==> src/rtl/core/dqpb_pkg.sv <==
`timescale 1ns / 1ps
// ----------------------------------------------------------------------------
// dqpb_pkg
// Shared constants, types and helpers of the DNS query packet builder.
// ----------------------------------------------------------------------------
package dqpb_pkg;

    // Label store geometry
    localparam int LABEL_MAX = 58;
    localparam int ADDR_W    = $clog2(LABEL_MAX);
    localparam int CNT_W     = $clog2(LABEL_MAX + 1);

    // Packet framing
    localparam int HDR_LEN  = 12;
    localparam int TAIL_LEN = 5;
    localparam int STEP_W   = $clog2(HDR_LEN);
    localparam logic [STEP_W-1:0] HDR_LAST  = STEP_W'(HDR_LEN - 1);
    localparam logic [STEP_W-1:0] TAIL_LAST = STEP_W'(TAIL_LEN - 1);

    // Tail step codes
    localparam logic [STEP_W-1:0] TL_ROOT    = STEP_W'(0);
    localparam logic [STEP_W-1:0] TL_TYPE_HI = STEP_W'(1);
    localparam logic [STEP_W-1:0] TL_TYPE_LO = STEP_W'(2);
    localparam logic [STEP_W-1:0] TL_CLS_HI  = STEP_W'(3);

    // Header step codes
    localparam logic [STEP_W-1:0] HS_ID_HI   = STEP_W'(0);
    localparam logic [STEP_W-1:0] HS_ID_LO   = STEP_W'(1);
    localparam logic [STEP_W-1:0] HS_FLAGS   = STEP_W'(2);
    localparam logic [STEP_W-1:0] HS_QD_LO   = STEP_W'(5);

    // Character codes
    localparam logic [7:0] CHAR_NUL = 8'h00;
    localparam logic [7:0] CHAR_DOT = 8'h2E;
    localparam logic [7:0] CHAR_D0  = 8'h30;
    localparam logic [7:0] CHAR_D9  = 8'h39;

    // Header byte values
    localparam logic [7:0] FLAG_RD  = 8'h01;   // recursion desired
    localparam logic [7:0] QD_ONE   = 8'h01;   // one question
    localparam logic [7:0] BYTE_ZERO = 8'h00;

    // Configuration register indexes
    localparam logic CFG_QTYPE  = 1'b0;
    localparam logic CFG_QCLASS = 1'b1;

    // Kind of the accepted character
    typedef enum logic [1:0] {
        KIND_CHAR = 2'd0,
        KIND_DOT  = 2'd1,
        KIND_END  = 2'd2
    } t_kind;

    // Query type and class as configured
    typedef struct packed {
        logic [15:0] qtype;
        logic [15:0] qclass;
    } t_qcfg;

    // Label store access from the sequencer
    typedef struct packed {
        logic              we;
        logic [ADDR_W-1:0] waddr;
        logic [7:0]        wdata;
        logic              re;
        logic [ADDR_W-1:0] raddr;
    } t_buf_req;

    // Sequencer status
    typedef struct packed {
        logic             idle;
        logic             in_packet;
        logic [CNT_W-1:0] label_count;
    } t_seq_stat;

    // Byte of the fixed 12-byte header at a given step
    function automatic logic [7:0] hdr_byte(input logic [STEP_W-1:0] idx,
                                            input logic [15:0] id);
        logic [7:0] b;
        b = BYTE_ZERO;
        case (idx)
            HS_ID_HI: b = id[15:8];
            HS_ID_LO: b = id[7:0];
            HS_FLAGS: b = FLAG_RD;
            HS_QD_LO: b = QD_ONE;
            default:  b = BYTE_ZERO;
        endcase
        return b;
    endfunction

endpackage

==> src/rtl/core/dqpb_label_buf.sv <==
`timescale 1ns / 1ps
// ----------------------------------------------------------------------------
// dqpb_label_buf
// Label store: one write port and one read port with registered read data.
// ----------------------------------------------------------------------------
module dqpb_label_buf (
    input  logic                          i_clk,
    input  dqpb_pkg::t_buf_req            i_req,
    output logic [7:0]                    o_rdata
);

    logic [7:0] r_mem [dqpb_pkg::LABEL_MAX];
    logic [7:0] r_rdata;

    // Write characters, read back one entry per request
    always_ff @(posedge i_clk) begin
        if (i_req.we) begin
            r_mem[i_req.waddr] <= i_req.wdata;
        end
        if (i_req.re) begin
            r_rdata <= r_mem[i_req.raddr];
        end
    end

    assign o_rdata = r_rdata;

endmodule

==> src/rtl/core/dqpb_seq.sv <==
`timescale 1ns / 1ps
// ----------------------------------------------------------------------------
// dqpb_seq
// Sequencer: takes name characters, fills the label store, and emits the
// header, the length-prefixed labels and the question tail byte by byte.
// ----------------------------------------------------------------------------
module dqpb_seq (
    input  logic                       i_clk,
    input  logic                       i_rst_n,
    input  dqpb_pkg::t_qcfg            i_cfg,
    // Input word: [7:0] name_byte, [23:8] query_id
    input  logic                       i_s_tvalid,
    output logic                       o_s_tready,
    input  logic [23:0]                i_s_tdata,
    // Label store
    output dqpb_pkg::t_buf_req         o_buf_req,
    input  logic [7:0]                 i_rdata,
    // Output word
    output logic                       o_m_tvalid,
    input  logic                       i_m_tready,
    output logic [7:0]                 o_m_tdata,
    output logic                       o_m_tlast,
    output logic [1:0]                 o_m_tuser,
    output dqpb_pkg::t_seq_stat        o_stat
);

    typedef enum logic [4:0] {
        ST_IDLE = 5'b00001,
        ST_HDR  = 5'b00010,
        ST_LEN  = 5'b00100,
        ST_DATA = 5'b01000,
        ST_TAIL = 5'b10000
    } t_state;

    t_state                          r_state, n_state;
    logic                            r_in_packet, n_in_packet;
    logic [dqpb_pkg::CNT_W-1:0]      r_count, n_count;
    logic                            r_ovf, n_ovf;
    logic                            r_dig, n_dig;
    logic [dqpb_pkg::STEP_W-1:0]     r_step, n_step;
    logic [dqpb_pkg::CNT_W-1:0]      r_rd_idx, n_rd_idx;
    dqpb_pkg::t_kind                 r_kind, n_kind;
    logic [15:0]                     r_id, n_id;

    logic                            r_out_valid;
    logic [7:0]                      r_out_byte;
    logic                            r_out_last;
    logic                            r_out_ovf;
    logic                            r_out_num;

    logic                            w_accept;
    logic                            w_load;
    dqpb_pkg::t_kind                 w_kind;
    logic [7:0]                      w_char;
    logic [dqpb_pkg::CNT_W-1:0]      w_base_cnt;
    logic [dqpb_pkg::CNT_W-1:0]      w_rd_next;
    logic                            w_emit;
    logic [7:0]                      w_emit_byte;
    logic                            w_emit_last;
    dqpb_pkg::t_buf_req              w_req;

    assign w_char     = i_s_tdata[7:0];
    assign w_accept   = i_s_tvalid && (r_state == ST_IDLE);
    assign w_load     = !r_out_valid || i_m_tready;
    assign w_base_cnt = r_in_packet ? r_count : '0;
    assign w_rd_next  = r_rd_idx + dqpb_pkg::CNT_W'(1);

    // Classify the incoming character
    always_comb begin
        if (w_char == dqpb_pkg::CHAR_NUL) begin
            w_kind = dqpb_pkg::KIND_END;
        end else if (w_char == dqpb_pkg::CHAR_DOT) begin
            w_kind = dqpb_pkg::KIND_DOT;
        end else begin
            w_kind = dqpb_pkg::KIND_CHAR;
        end
    end

    // Next state, store access and byte emission
    always_comb begin
        n_state     = r_state;
        n_in_packet = r_in_packet;
        n_count     = r_count;
        n_ovf       = r_ovf;
        n_dig       = r_dig;
        n_step      = r_step;
        n_rd_idx    = r_rd_idx;
        n_kind      = r_kind;
        n_id        = r_id;
        w_req       = '0;
        w_emit      = 1'b0;
        w_emit_byte = dqpb_pkg::BYTE_ZERO;
        w_emit_last = 1'b0;

        unique case (r_state)
            ST_IDLE: begin
                if (w_accept) begin
                    n_kind      = w_kind;
                    n_id        = i_s_tdata[23:8];
                    n_in_packet = 1'b1;
                    n_count     = w_base_cnt;
                    n_ovf       = r_in_packet ? r_ovf : 1'b0;
                    n_dig       = r_in_packet ? r_dig : 1'b1;
                    n_step      = '0;
                    if (w_kind == dqpb_pkg::KIND_CHAR) begin
                        if (w_char < dqpb_pkg::CHAR_D0 || w_char > dqpb_pkg::CHAR_D9) begin
                            n_dig = 1'b0;
                        end
                        // Store the character, or drop it past the label limit
                        if (w_base_cnt < dqpb_pkg::CNT_W'(dqpb_pkg::LABEL_MAX)) begin
                            w_req.we    = 1'b1;
                            w_req.waddr = w_base_cnt[dqpb_pkg::ADDR_W-1:0];
                            w_req.wdata = w_char;
                            n_count     = w_base_cnt + dqpb_pkg::CNT_W'(1);
                        end else begin
                            n_ovf = 1'b1;
                        end
                    end
                    if (!r_in_packet) begin
                        n_state = ST_HDR;
                    end else if (w_kind != dqpb_pkg::KIND_CHAR) begin
                        if (w_base_cnt != '0) begin
                            n_state = ST_LEN;
                        end else if (w_kind == dqpb_pkg::KIND_END) begin
                            n_state = ST_TAIL;
                        end
                    end
                end
            end
            ST_HDR: begin
                if (w_load) begin
                    w_emit      = 1'b1;
                    w_emit_byte = dqpb_pkg::hdr_byte(r_step, r_id);
                    if (r_step == dqpb_pkg::HDR_LAST) begin
                        n_step = '0;
                        if (r_kind == dqpb_pkg::KIND_CHAR) begin
                            n_state = ST_IDLE;
                        end else if (r_count != '0) begin
                            n_state = ST_LEN;
                        end else if (r_kind == dqpb_pkg::KIND_END) begin
                            n_state = ST_TAIL;
                        end else begin
                            n_state = ST_IDLE;
                        end
                    end else begin
                        n_step = r_step + dqpb_pkg::STEP_W'(1);
                    end
                end
            end
            ST_LEN: begin
                // Emit the length byte and fetch the first character
                if (w_load) begin
                    w_emit      = 1'b1;
                    w_emit_byte = 8'(r_count);
                    w_req.re    = 1'b1;
                    w_req.raddr = '0;
                    n_rd_idx    = '0;
                    n_state     = ST_DATA;
                end
            end
            ST_DATA: begin
                // Emit the fetched character, prefetch the next one
                if (w_load) begin
                    w_emit      = 1'b1;
                    w_emit_byte = i_rdata;
                    if (w_rd_next < r_count) begin
                        w_req.re    = 1'b1;
                        w_req.raddr = w_rd_next[dqpb_pkg::ADDR_W-1:0];
                        n_rd_idx    = w_rd_next;
                    end else begin
                        n_count = '0;
                        n_state = (r_kind == dqpb_pkg::KIND_END) ? ST_TAIL : ST_IDLE;
                    end
                end
            end
            ST_TAIL: begin
                if (w_load) begin
                    w_emit = 1'b1;
                    case (r_step)
                        dqpb_pkg::TL_ROOT:    w_emit_byte = dqpb_pkg::BYTE_ZERO;
                        dqpb_pkg::TL_TYPE_HI: w_emit_byte = i_cfg.qtype[15:8];
                        dqpb_pkg::TL_TYPE_LO: w_emit_byte = i_cfg.qtype[7:0];
                        dqpb_pkg::TL_CLS_HI:  w_emit_byte = i_cfg.qclass[15:8];
                        default:              w_emit_byte = i_cfg.qclass[7:0];
                    endcase
                    if (r_step == dqpb_pkg::TAIL_LAST) begin
                        w_emit_last = 1'b1;
                        n_in_packet = 1'b0;
                        n_count     = '0;
                        n_step      = '0;
                        n_state     = ST_IDLE;
                    end else begin
                        n_step = r_step + dqpb_pkg::STEP_W'(1);
                    end
                end
            end
            default: begin
                n_state = ST_IDLE;
            end
        endcase
    end

    // Control state
    always_ff @(posedge i_clk) begin
        if (!i_rst_n) begin
            r_state     <= ST_IDLE;
            r_in_packet <= 1'b0;
            r_count     <= '0;
            r_ovf       <= 1'b0;
            r_dig       <= 1'b1;
            r_step      <= '0;
            r_out_valid <= 1'b0;
        end else begin
            r_state     <= n_state;
            r_in_packet <= n_in_packet;
            r_count     <= n_count;
            r_ovf       <= n_ovf;
            r_dig       <= n_dig;
            r_step      <= n_step;
            if (w_load) begin
                r_out_valid <= w_emit;
            end
        end
    end

    // Payload registers
    always_ff @(posedge i_clk) begin
        r_rd_idx <= n_rd_idx;
        r_kind   <= n_kind;
        r_id     <= n_id;
        if (w_load && w_emit) begin
            r_out_byte <= w_emit_byte;
            r_out_last <= w_emit_last;
            r_out_ovf  <= w_emit_last && r_ovf;
            r_out_num  <= w_emit_last && r_dig;
        end
    end

    assign o_s_tready = (r_state == ST_IDLE);
    assign o_buf_req  = w_req;
    assign o_m_tvalid = r_out_valid;
    assign o_m_tdata  = r_out_byte;
    assign o_m_tlast  = r_out_last;
    assign o_m_tuser  = {r_out_num, r_out_ovf};

    assign o_stat.idle        = (r_state == ST_IDLE);
    assign o_stat.in_packet   = r_in_packet;
    assign o_stat.label_count = r_count;

endmodule

==> src/rtl/core/dns_query_packet_builder.sv <==
`timescale 1ns / 1ps
// ----------------------------------------------------------------------------
// dns_query_packet_builder
// Builds a DNS query packet from a NUL-terminated host name, one byte a word.
//
//  Channel   Direction  Word contents (lowest bit up)
//  s_axis    in         tdata: name_byte[7:0], query_id[23:8]
//  m_axis    out        tdata: packet_byte; tlast: packet_end;
//                       tuser: label_overflow[0], numeric_name[1]
//  i_cfg_*   in         idx 0: query_type, idx 1: query_class (16 bit)
//
// A name character is taken and written to the label store, or dropped past
// the label limit, in the same cycle. The first character of a name, a dot
// ending a nonempty label and the NUL each hold the input while output bytes
// go out: 12 header bytes, count+1 label bytes (one store read per character)
// and 5 tail bytes on the NUL. Output stalls hold the sequencer; the output
// register keeps the word. Reset is synchronous; no clearing pass is needed.
// ----------------------------------------------------------------------------
module dns_query_packet_builder (
    input  logic        i_clk,
    input  logic        i_rst_n,
    // Configuration write port
    input  logic        i_cfg_we,
    input  logic        i_cfg_idx,
    input  logic [15:0] i_cfg_data,
    // Name input
    input  logic        s_axis_tvalid,
    output logic        s_axis_tready,
    input  logic [23:0] s_axis_tdata,   // name_byte[7:0], query_id[23:8]
    // Packet output
    output logic        m_axis_tvalid,
    input  logic        m_axis_tready,
    output logic [7:0]  m_axis_tdata,   // packet_byte[7:0]
    output logic        m_axis_tlast,
    output logic [1:0]  m_axis_tuser    // label_overflow[0], numeric_name[1]
);

    logic [15:0]          r_qtype;
    logic [15:0]          r_qclass;
    dqpb_pkg::t_qcfg      w_cfg;
    dqpb_pkg::t_buf_req   w_buf_req;
    dqpb_pkg::t_seq_stat  w_stat;
    logic [7:0]           w_rdata;

    // Write configuration registers
    always_ff @(posedge i_clk) begin
        if (!i_rst_n) begin
            r_qtype  <= 16'd1;
            r_qclass <= 16'd1;
        end else if (i_cfg_we) begin
            unique case (i_cfg_idx)
                dqpb_pkg::CFG_QTYPE:  r_qtype  <= i_cfg_data;
                dqpb_pkg::CFG_QCLASS: r_qclass <= i_cfg_data;
                default: ;
            endcase
        end
    end

    assign w_cfg.qtype  = r_qtype;
    assign w_cfg.qclass = r_qclass;

    dqpb_label_buf u_buf (
        .i_clk   (i_clk),
        .i_req   (w_buf_req),
        .o_rdata (w_rdata)
    );

    dqpb_seq u_seq (
        .i_clk      (i_clk),
        .i_rst_n    (i_rst_n),
        .i_cfg      (w_cfg),
        .i_s_tvalid (s_axis_tvalid),
        .o_s_tready (s_axis_tready),
        .i_s_tdata  (s_axis_tdata),
        .o_buf_req  (w_buf_req),
        .i_rdata    (w_rdata),
        .o_m_tvalid (m_axis_tvalid),
        .i_m_tready (m_axis_tready),
        .o_m_tdata  (m_axis_tdata),
        .o_m_tlast  (m_axis_tlast),
        .o_m_tuser  (m_axis_tuser),
        .o_stat     (w_stat)
    );

    // Label count never passes the store depth
    a_count_bound: assert property (@(posedge i_clk) disable iff (!i_rst_n)
        w_stat.label_count <= dqpb_pkg::CNT_W'(dqpb_pkg::LABEL_MAX))
        else $error("label count beyond store depth");

    // An accepted NUL always leads into output work
    a_nul_busy: assert property (@(posedge i_clk) disable iff (!i_rst_n)
        (s_axis_tvalid && s_axis_tready && s_axis_tdata[7:0] == dqpb_pkg::CHAR_NUL)
        |=> !s_axis_tready)
        else $error("NUL accepted without flush");

    // Output work only happens inside an open packet
    a_busy_open: assert property (@(posedge i_clk) disable iff (!i_rst_n)
        !w_stat.idle |-> w_stat.in_packet)
        else $error("sequencer busy with no packet open");

    // Hold the output word while the receiver stalls
    a_out_hold: assert property (@(posedge i_clk) disable iff (!i_rst_n)
        (m_axis_tvalid && !m_axis_tready)
        |=> (m_axis_tvalid && $stable(m_axis_tdata) && $stable(m_axis_tlast)
             && $stable(m_axis_tuser)))
        else $error("output word changed while stalled");

    // Flags only travel on the final word
    a_flags_last: assert property (@(posedge i_clk) disable iff (!i_rst_n)
        (m_axis_tvalid && !m_axis_tlast) |-> (m_axis_tuser == 2'b00))
        else $error("flags set on a non-final word");

endmodule
==> config.mk <==
export PLATFORM = sky130hd
export DESIGN_NAME = dns_query_packet_builder
export DESIGN_NICKNAME = d
export VERILOG_FILES = /design/src/rtl/core/dqpb_pkg.sv /design/src/rtl/core/dqpb_label_buf.sv /design/src/rtl/core/dqpb_seq.sv /design/src/rtl/core/dns_query_packet_builder.sv
export SDC_FILE = /design/constraint.sdc
export NUM_CORES = 1
export LEC_CHECK = 0
export BUFFER_PORTS_ARGS = -buffer_cell sky130_fd_sc_hd__buf_2
export CAP_MARGIN = 20
export CORE_ASPECT_RATIO = 0.75
export CORE_UTILIZATION = 45
export DETAILED_ROUTE_END_ITERATION = 7
export PLACE_DENSITY = 0.59
export SLEW_MARGIN = 20
export SYNTH_ARGS = -nofsm -noshare
export SYNTH_HDL_FRONTEND = slang
export SYNTH_SLANG_ARGS = --single-unit
==> constraint.sdc <==
create_clock -name i_clk -period 4.77 [get_ports i_clk]
set_input_delay 0.7155 -clock i_clk [delete_from_list [all_inputs] [get_ports i_clk]]
set_output_delay 0.7155 -clock i_clk [all_outputs]
set_load 0.05 [all_outputs]
# Word-level counts from Yosys, hierarchy flattened
# Memory sizes are Yosys's and may differ from the RTL's. A register that Yosys moved wholly into a read port is not among the register bits.
# Cells that the tools add are included.
[word_totals] reg_bits=86 mem_bits_rw=464 input_bits=46 out_inout_bits=13 wordCells=147 memories=1
[op_classes] add_sub_neg=3 magnitude_cmp=4 n_eq_ne=25 mux=69 bitwise=1 reduce_logical=28
[mem_list] name="u_buf.r_mem" depth=58 width=8 rd=1 rd_clocked_by_memory_dff=1 wr=1 line_no="dqpb_label_buf.sv:12" text="logic [7:0] r_mem [dqpb_pkg::LABEL_MAX];"
[op_table] op="two-way mux 5 bit" count=15
[op_table] op="two-way mux 6 bit" count=12
[op_table] op="one-hot mux 8 bit (4 select lines)" count=2
[op_table] op="two-way mux 15 bit" count=4
[op_table] op="one-hot mux 5 bit (5 select lines)" count=1
[op_table] op="two-way mux 8 bit" count=3
[op_table] op="one-hot mux 8 bit (3 select lines)" count=1
[op_table] op="two-way mux 7 bit" count=3
[op_table] op="two-way mux 4 bit" count=5
[op_table] op="one-hot mux 6 bit (3 select lines)" count=1
[op_table] op="two-way mux 1 bit" count=17
[op_table] op="!= test 2 x 1 -> 1 bit (second input constant)" count=8
[op_table] op="one-hot mux 7 bit (2 select lines)" count=1
[op_table] op="adder 6 x 1 -> 6 bit (second input constant)" count=2
[op_table] op="one-hot mux 4 bit (3 select lines)" count=1
[op_table] op="one-hot mux 6 bit (2 select lines)" count=1
[op_table] op="AND reduction 4 bit" count=3
[op_table] op="nonzero test 6 bit" count=2
[op_table] op="AND reduction 10 bit" count=1
[op_table] op="equality test 4 x 2 -> 1 bit (second input constant)" count=2
[op_table] op="equality test 4 x 3 -> 1 bit (second input constant)" count=2
[op_table] op="equality test 8 x 6 -> 1 bit (second input constant)" count=1
[op_table] op="> comparator 8 x 6 -> 1 bit (second input constant)" count=1
[op_table] op="zero test 8 bit" count=1
[op_table] op="other kinds (29)" count=40

# Depth between registers and ports, before layout
# Gate-level depths: netlist (run 1).
[logic_depth] depth_word=10 depth_mapped=17

# Modules after synthesis
# From an unflattened synthesis (run 1), not the netlist that was laid out.
[hier_totals] hier_cells=1334 hier_area_um2=23035.8
[by_module_without_submodules] module="dqpb_label_buf" n_inst=1 cells_each=857 area_each_um2=18464.0 seq_area_each_um2=14173.6
[by_module_without_submodules] module="dqpb_seq" n_inst=1 cells_each=352 area_each_um2=3337.0 seq_area_each_um2=1431.4
[by_module_without_submodules] module="dns_query_packet_builder" n_inst=1 cells_each=125 area_each_um2=1234.9 seq_area_each_um2=640.6

# Worst setup path before layout (run 1)
# OpenSTA, ideal clock, no wires.
[synth_path] path_kind="reg-to-reg" from="register u_seq.r_rd_idx[0] in the netlist's numbering" to="register u_buf.r_rdata[1] (netlist: u_buf.o_rdata[1]) (read register of u_buf.r_mem), data pin" setup_time_ns=0.269 arrival_time_ns=3.105 required_time_ns=4.501 path_slack_ns=1.397 stages_incl_launch_ff=17 synth_period_minus_slack_ns=3.373 path_cell_list="edfxtp_1 > buf_2 > nand3_1 > nor2_1 > xnor2_1 > inv_1 > ha_1 > a21oi_1 > o211ai_4 > nor2_4 > nand2_2 > buf_2 > buf_2 > a211oi_1 > o31ai_1 > o211ai_1 > o31ai_1"
[synth_between] elab_chain_len=5
[synth_lines] element="start, declared" line_no="dqpb_seq.sv:41" text="logic [dqpb_pkg::CNT_W-1:0] r_rd_idx, n_rd_idx;"
[synth_lines] element="start signal, assigned" line_no="dqpb_seq.sv:228" text="r_rd_idx <= n_rd_idx;"
[synth_lines] element="adder 6 x 1 -> 6 bit *" line_no="dqpb_seq.sv:66" text="assign w_rd_next = r_rd_idx + dqpb_pkg::CNT_W'(1);"
[synth_lines] element="via u_seq.w_rd_next (one bit)" line_no="dqpb_seq.sv:56" text="logic [dqpb_pkg::CNT_W-1:0] w_rd_next;"
[synth_lines] element="less-than comparator 6 bit" line_no="dqpb_seq.sv:166" text="if (w_rd_next < r_count) begin"
[synth_lines] element="two-way mux 7 bit *" line_no="dqpb_seq.sv:166"
[synth_lines] element="two-way mux 7 bit *" line_no="dqpb_seq.sv:163" text="if (w_load) begin"
[synth_lines] element="one-hot mux 7 bit (2 select lines) *" line_no="dqpb_seq.sv:95" text="unique case (r_state)"
[synth_lines] element="end, declared" line_no="dqpb_label_buf.sv:13" text="logic [7:0] r_rdata;"
# Mark *: on every way through the listed nets, which the timed path passes. The rest lies on a longest branch.
# A chain may end at the register's enable or synchronous reset.

# Final worst setup path (run 1)
[layout_path] from="register u_seq.r_rd_idx[0] in the netlist's numbering" to="register u_buf.r_rdata[5] (netlist: u_buf.o_rdata[5]) (read register of u_buf.r_mem), data pin"
# The elaborated chain is that of the path after synthesis.

==> impl_metrics.ini, run 1 <==
[yosys]
netlist.area_leader.share_pct = 65.0
async_flop_share_pct = 0
netlist_instances = 1752
synth_area_leaders = edfxtp_1, dfxtp_1, nand2_1
seq_area_frac_synth_pct = 69.3
synth_area_mm2 = 0.0234
synth_seq_cells = 558
synth_nets = 1811
syn_avg_cell_area_um2 = 13.4
yosysTopAreaCell = edfxtp_1
yosysWarnings = 0
synthFlopType = edfxtp_1
synth_edf_count = 507
synth.distinct_cells = 86

[timing]
tightest_slew_ns = 1.08
period_share_pct = 95.9
drv_slew = 0
tns_ns = 0
setup_violations = 0
fin_skew_ns = 0.0255
rsz0062_at_grt = no
relSlewSlack_pct = 27.7
max_freq_mhz = 219
hold_viol = 0
fin_crit_ns = 4.57

[grt]
grt_antenna_before_repair = 0
overflow = 0
grt_pass1_vias = 14900
grtUsageTotal_pct = 26.5
grt_pass1_wl_um = 102000
grt_max_degree = 59

[power]
peakVddDrop_uv = 297
p_leak_uw = 0.00938
p_int_uw = 8170
sequentialPowerShare_pct = 52.1
swShare_pct = 26.1
pwr_density_cell_mw_per_mm2 = 420
p_clk_share_pct = 36.2
p_sw_uw = 2890
combPwrFrac_pct = 11.6

[clock_tree]
insertion_delay_ns = 0.60
clk_pin_slew_worst_paths_ns = 0.07
numCtsBuffers = 52
cts_tree = done
cts_max_level = 2
cts-hold-fix-buffers = 0
root_buffer = clkbuf_16
post_cts_buffers = 0
cts_buffer_depth = 3
cts_sinks = 558
cts_resized = 0

[setup_path]
reg2reg_setup_slack_ns = 0.20
worstPathRequired_ns = 5.08
arrival_ns = 4.88
start_kind = flip-flop
crit_fanout = 25
timing.rr.start = u_seq.r_rd_idx[0]
crit_end = u_buf.o_rdata[5]
endpoint_kind = flip-flop
reg2reg_to = u_buf.o_rdata[5]
crit_type = flip-flop to flip-flop
worstRegToRegCells = 15
crit_path_start = u_seq.r_rd_idx[0]

[placed_design]
dp_cells = 2474
gp_congestion = 0.927
port_buffers = 58
dp_hpwl_um = 45300

[floorplanning]
start_util_pct = 45.5
io_pins = 59
row_count = 72
die_w_um = 266
core_mm2 = 0.0515
die_h_um = 200
die_area_mm2 = 0.0530

[finish]
final_util_pct = 51.1
syn2layout_area_growth_pct = 12.3
nFillCells = 4479
drive_gt1_share_pct = 14.1
instances_no_fill = 2571
layout_common_cells = edfxtp_1, nand2_1, nor2_1
insertedDiodeCount = 0
final_common_cell = edfxtp_1
nets = 1885

[route]
drc = 0
drtIter0Drc = 2508
viasPerCell = 6.10
drt_first_pass_iters = 7
vias = 15700
drt_wl_total_um = 69700
ant_nets = 0
wl_per_cell_um = 27.1

[worst_hold_path]
hp-class = input pin to flip-flop

[flow_run]
cap_viol_max_count = 0

[outcome]
status = completed
worst min path at each step:
stage | endpoint | slack (ns) | from | cells after the start
after floorplan | r_qclass[0] | 0.44 | r_qclass[0] | 2
after global placement | r_qtype[1] | 0.45 | r_qtype[1] | 2
after detailed placement | r_qtype[6] | 0.46 | r_qtype[6] | 2
after CTS | u_seq.r_id[3] | 0.26 | s_axis_tdata[11] | 1
after global routing | u_seq.r_id[10] | 0.27 | s_axis_tdata[18] | 1
final | u_seq.r_id[3] | 0.29 | s_axis_tdata[11] | 1
critical path, stage by stage (launching register included):
cell and delay [ns]:
edfxtp_1 0.42, buf_4 0.19, nand3_1 0.13, nor2_1 0.08, xnor2_1 0.27, inv_1 0.14, ha_1 0.32, and2_1 0.17
o2111a_1 0.59, nor2_4 0.18, nand2_2 0.10, buf_4 0.33, mux2i_1 0.35, a21oi_1 0.11, a211oi_1 0.71, o31ai_1 0.16
cell usage after synthesis, types with 15 or more instances:
cell	instances
a21boi_0	35
inv_1	18
o22ai_1	16
and3_1	22
nand3_1	66
clkbuf_1	57
nand2_1	258
a31oi_1	23
nor3_1	27
o221ai_1	33
nor2_1	106
buf_2	38
mux2i_1	92
a222oi_1	17
edfxtp_1	507
a211oi_1	15
dfxtp_1	51
a311oi_1	15
o21ai_0	62
a21oi_1	72
layer usage:
metal	share of wire [%]	global-route usage, %	up-vias
met5	0	0	-
met4	2.4	7.06	0
met3	11	5.21	108
met2	42	38.2	837
met1	45	40.7	7864
li1	-	-	6874
sequential cells by signal (all words and copies together), names as in the netlist, 2 cells and up:
register         cells
u_buf.r_mem        464
r_qclass            16
r_qtype             16
u_seq.r_id          16
u_buf.o_rdata        8
u_seq.o_m_tdata      8
u_seq.r_count        6
u_seq.r_rd_idx       6
u_seq.r_state        5
u_seq.r_step         4
u_seq.r_kind         2
area by class of cell:
cell class | instances | area, um^2 | share of cell area, %
Clock inverter | 30 | 226 | 0.860
Inverter | 22 | 82.6 | 0.314
Clock buffer | 66 | 1390 | 5.26
Multi-Input combinational cell | 1060 | 6630 | 25.2
Sequential cell | 558 | 16200 | 61.7
Tap cell | 703 | 880 | 3.34
Timing Repair Buffer | 132 | 875 | 3.32
power by group through the flow:
stage               clock network (uW)  logic [uW]  registers (uW)
floorplan                            0         735            5870
global placement                     0        1240            5860
detailed placement                   0        1270            5860
CTS                               4050        1270            5760
global route                      4250        1360            5770
finish                            4010        1290            5760
cells by family (layout without fill, tap and decap cells):
| kind of cell | after synthesis | in the layout | share of synthesized area, % |
|---|---|---|---|
| buffers and inverters | 134 | 250 | 2.56 |
| xor gates and xnor gates | 8 | 8 | 0.331 |
| AOI/OAI and AO/OA | 383 | 383 | 11.7 |
| muxes | 99 | 99 | 4.26 |
| and+or+nand+nor | 557 | 557 | 11.1 |
| adders and majority gates | 13 | 13 | 0.694 |
| DFF | 558 | 558 | 69.3 |
per-stage QoR:
| stage | power (uW) | hold slack, ns | worst slack, ns | instance area, um^2 |
|---|---|---|---|---|
| 2_1_floorplan | 6600 | 0.441 | 1.40 | 23400 |
| 3_3_place_gp | 7100 | 0.452 | 0.420 | 24700 |
| 3_5_place_dp | 7130 | 0.458 | 0.359 | 24700 |
| 4_1_cts | 11100 | 0.265 | 0.338 | 26300 |
| 5_1_grt | 11400 | 0.269 | 0.0441 | 26300 |
| 6_report | 11100 | 0.288 | 0.197 | 26300 |
No activity file was read; power rests on OpenSTA's default activity.
==> run 2: changes to the inputs <==
CTS_CLUSTER_DIAMETER = 50   (was default)
REMOVE_ABC_BUFFERS = 1   (was default)
==> run 2 against run 1 <==
Net effect: worst hold slack gained 0.0032 ns; non-clock buffer count shrank 12; clock-buffer cell count grew 3; maximum frequency grew 2.6%; flip-flop and latch count is the same; clock power grew 9.0%; utilization grew 0.17 points; first-iteration DRC count shrank 11%; wire length grew 0.64%; via count grew 0.32%; critical path type unchanged.
==> impl_metrics.ini, run 2 (synthesized netlist as in run 1, its figures left out) <==
[outcome]
status = completed

[timing]
relSlewSlack_pct = 23.6
hold_viol = 0
max_freq_mhz = 224
tightest_slew_ns = 1.15
rsz0062_at_grt = no
fin_skew_ns = 0.0268
hold_slack_ns = 0.291
drv_slew = 0
fin_crit_ns = 4.46
period_share_pct = 93.4
setup_violations = 0

[route]
ant_nets = 0
vias = 15700
drt_wl_total_um = 70100
drc = 0
drtIter0Drc = 2237
wl_per_cell_um = 27.4
viasPerCell = 6.14
drt_first_pass_iters = 6

[finish]
largest_reg_flops = 464
final_common_cell = edfxtp_1
nFillCells = 4452
insertedDiodeCount = 0
nets = 1876
top_register = u_buf.r_mem
final_util_pct = 51.3
drive_gt1_share_pct = 14.3
syn2layout_area_growth_pct = 12.7
layout_common_cells = edfxtp_1, nand2_1, nor2_1
instances_no_fill = 2562

[floorplanning]
row_count = 72
die_h_um = 200
start_util_pct = 45.5
die_w_um = 266
io_pins = 59
die_area_mm2 = 0.0530
core_mm2 = 0.0515

[placed_design]
dp_hpwl_um = 44900
gp_congestion = 0.976
dp_cells = 2463
port_buffers = 58

[grt]
grt_pass1_wl_um = 102000
grt_pass1_vias = 14900
grtUsageTotal_pct = 26.6
overflow = 0
grt_max_degree = 59
grt_antenna_before_repair = 1

[power]
pwr_density_cell_mw_per_mm2 = 431
p_leak_uw = 0.00942
peakVddDrop_uv = 281

[clock_tree]
insertion_delay_ns = 0.61
cts_buffer_depth = 3
root_buffer = clkbuf_16
post_cts_buffers = 0
cts_max_level = 2
cts-hold-fix-buffers = 0
cts_sinks = 558
clk_pin_slew_worst_paths_ns = 0.07
cts_tree = done
cts_resized = 0
numCtsBuffers = 55

[flow_run]
cap_viol_max_count = 0

[worst_hold_path]
hp-class = input pin to flip-flop

[setup_path]
endpoint_kind = flip-flop
worstPathRequired_ns = 5.10
crit_type = flip-flop to flip-flop
arrival_ns = 4.79
crit_fanout = 8
start_kind = flip-flop
run 2: final cells by class:
| cell class | instances | area, um^2 | area share (%) |
|---|---|---|---|
| flip-flops and latches | 558 | 16200 | 61.5 |
| multi-input cells | 1060 | 6630 | 25.1 |
| clock buffers | 69 | 1480 | 5.60 |
| well taps | 703 | 880 | 3.33 |
| repair buffers | 120 | 781 | 2.96 |
| clock inverters | 30 | 318 | 1.20 |
| inverters | 22 | 82.6 | 0.313 |
run 2: final timing paths:
path / start / end / slack, ns / cells after the start
hold / removal: s_axis_tdata[13] / u_seq.r_id[5] / 0.29 / 1
setup reg to reg: u_seq.r_rd_idx[2] / u_buf.o_rdata[0] / 0.31 / 13
hold reg to reg: r_qtype[6] / r_qtype[6] / 0.47 / 2
setup / recovery: u_seq.r_rd_idx[2] / u_buf.o_rdata[0] / 0.31 / 13
run 2: critical path: stages, from the launching register on:
cell	delay, ns
edfxtp_1	0.45
nand3_1	0.15
nor2_1	0.09
xnor2_1	0.31
inv_1	0.15
ha_1	0.33
a21oi_1	0.37
o211ai_4	0.24
nor3_2	0.88
o21ai_0	0.25
o21ai_0	0.29
a31oi_1	0.10
o211ai_1	0.41
o21ai_1	0.15
run 2: power by group:
part | internal, uW | switching (uW) | total (uW)
clock network | 2470 | 1890 | 4370
registers | 5690 | 78.2 | 5770
logic | 303 | 948 | 1250
total | 8470 | 2920 | 11400
run 2: layer usage:
| layer | share of wire (%) | GRT usage [%] | vias to the layer above |
|---|---|---|---|
| li1 | - | - | 6844 |
| met1 | 45 | 40.2 | 7911 |
| met2 | 43 | 38.7 | 851 |
| met3 | 10 | 5.48 | 127 |
| met4 | 2.5 | 7.13 | 0 |
| met5 | 0 | 0 | - |
run 2: through the flow:
step                      area (um^2)  setup TNS, ns  total power, uW  worst slack [ns]
final                           26400              0            11400             0.314
after detailed placement        24600              0             7110             0.521
after CTS                       26400              0            11400             0.492
after floorplan                 22900         -0.407             6560            -0.127
after global routing            26400              0            11700             0.126
after global placement          24600              0             7080             0.500
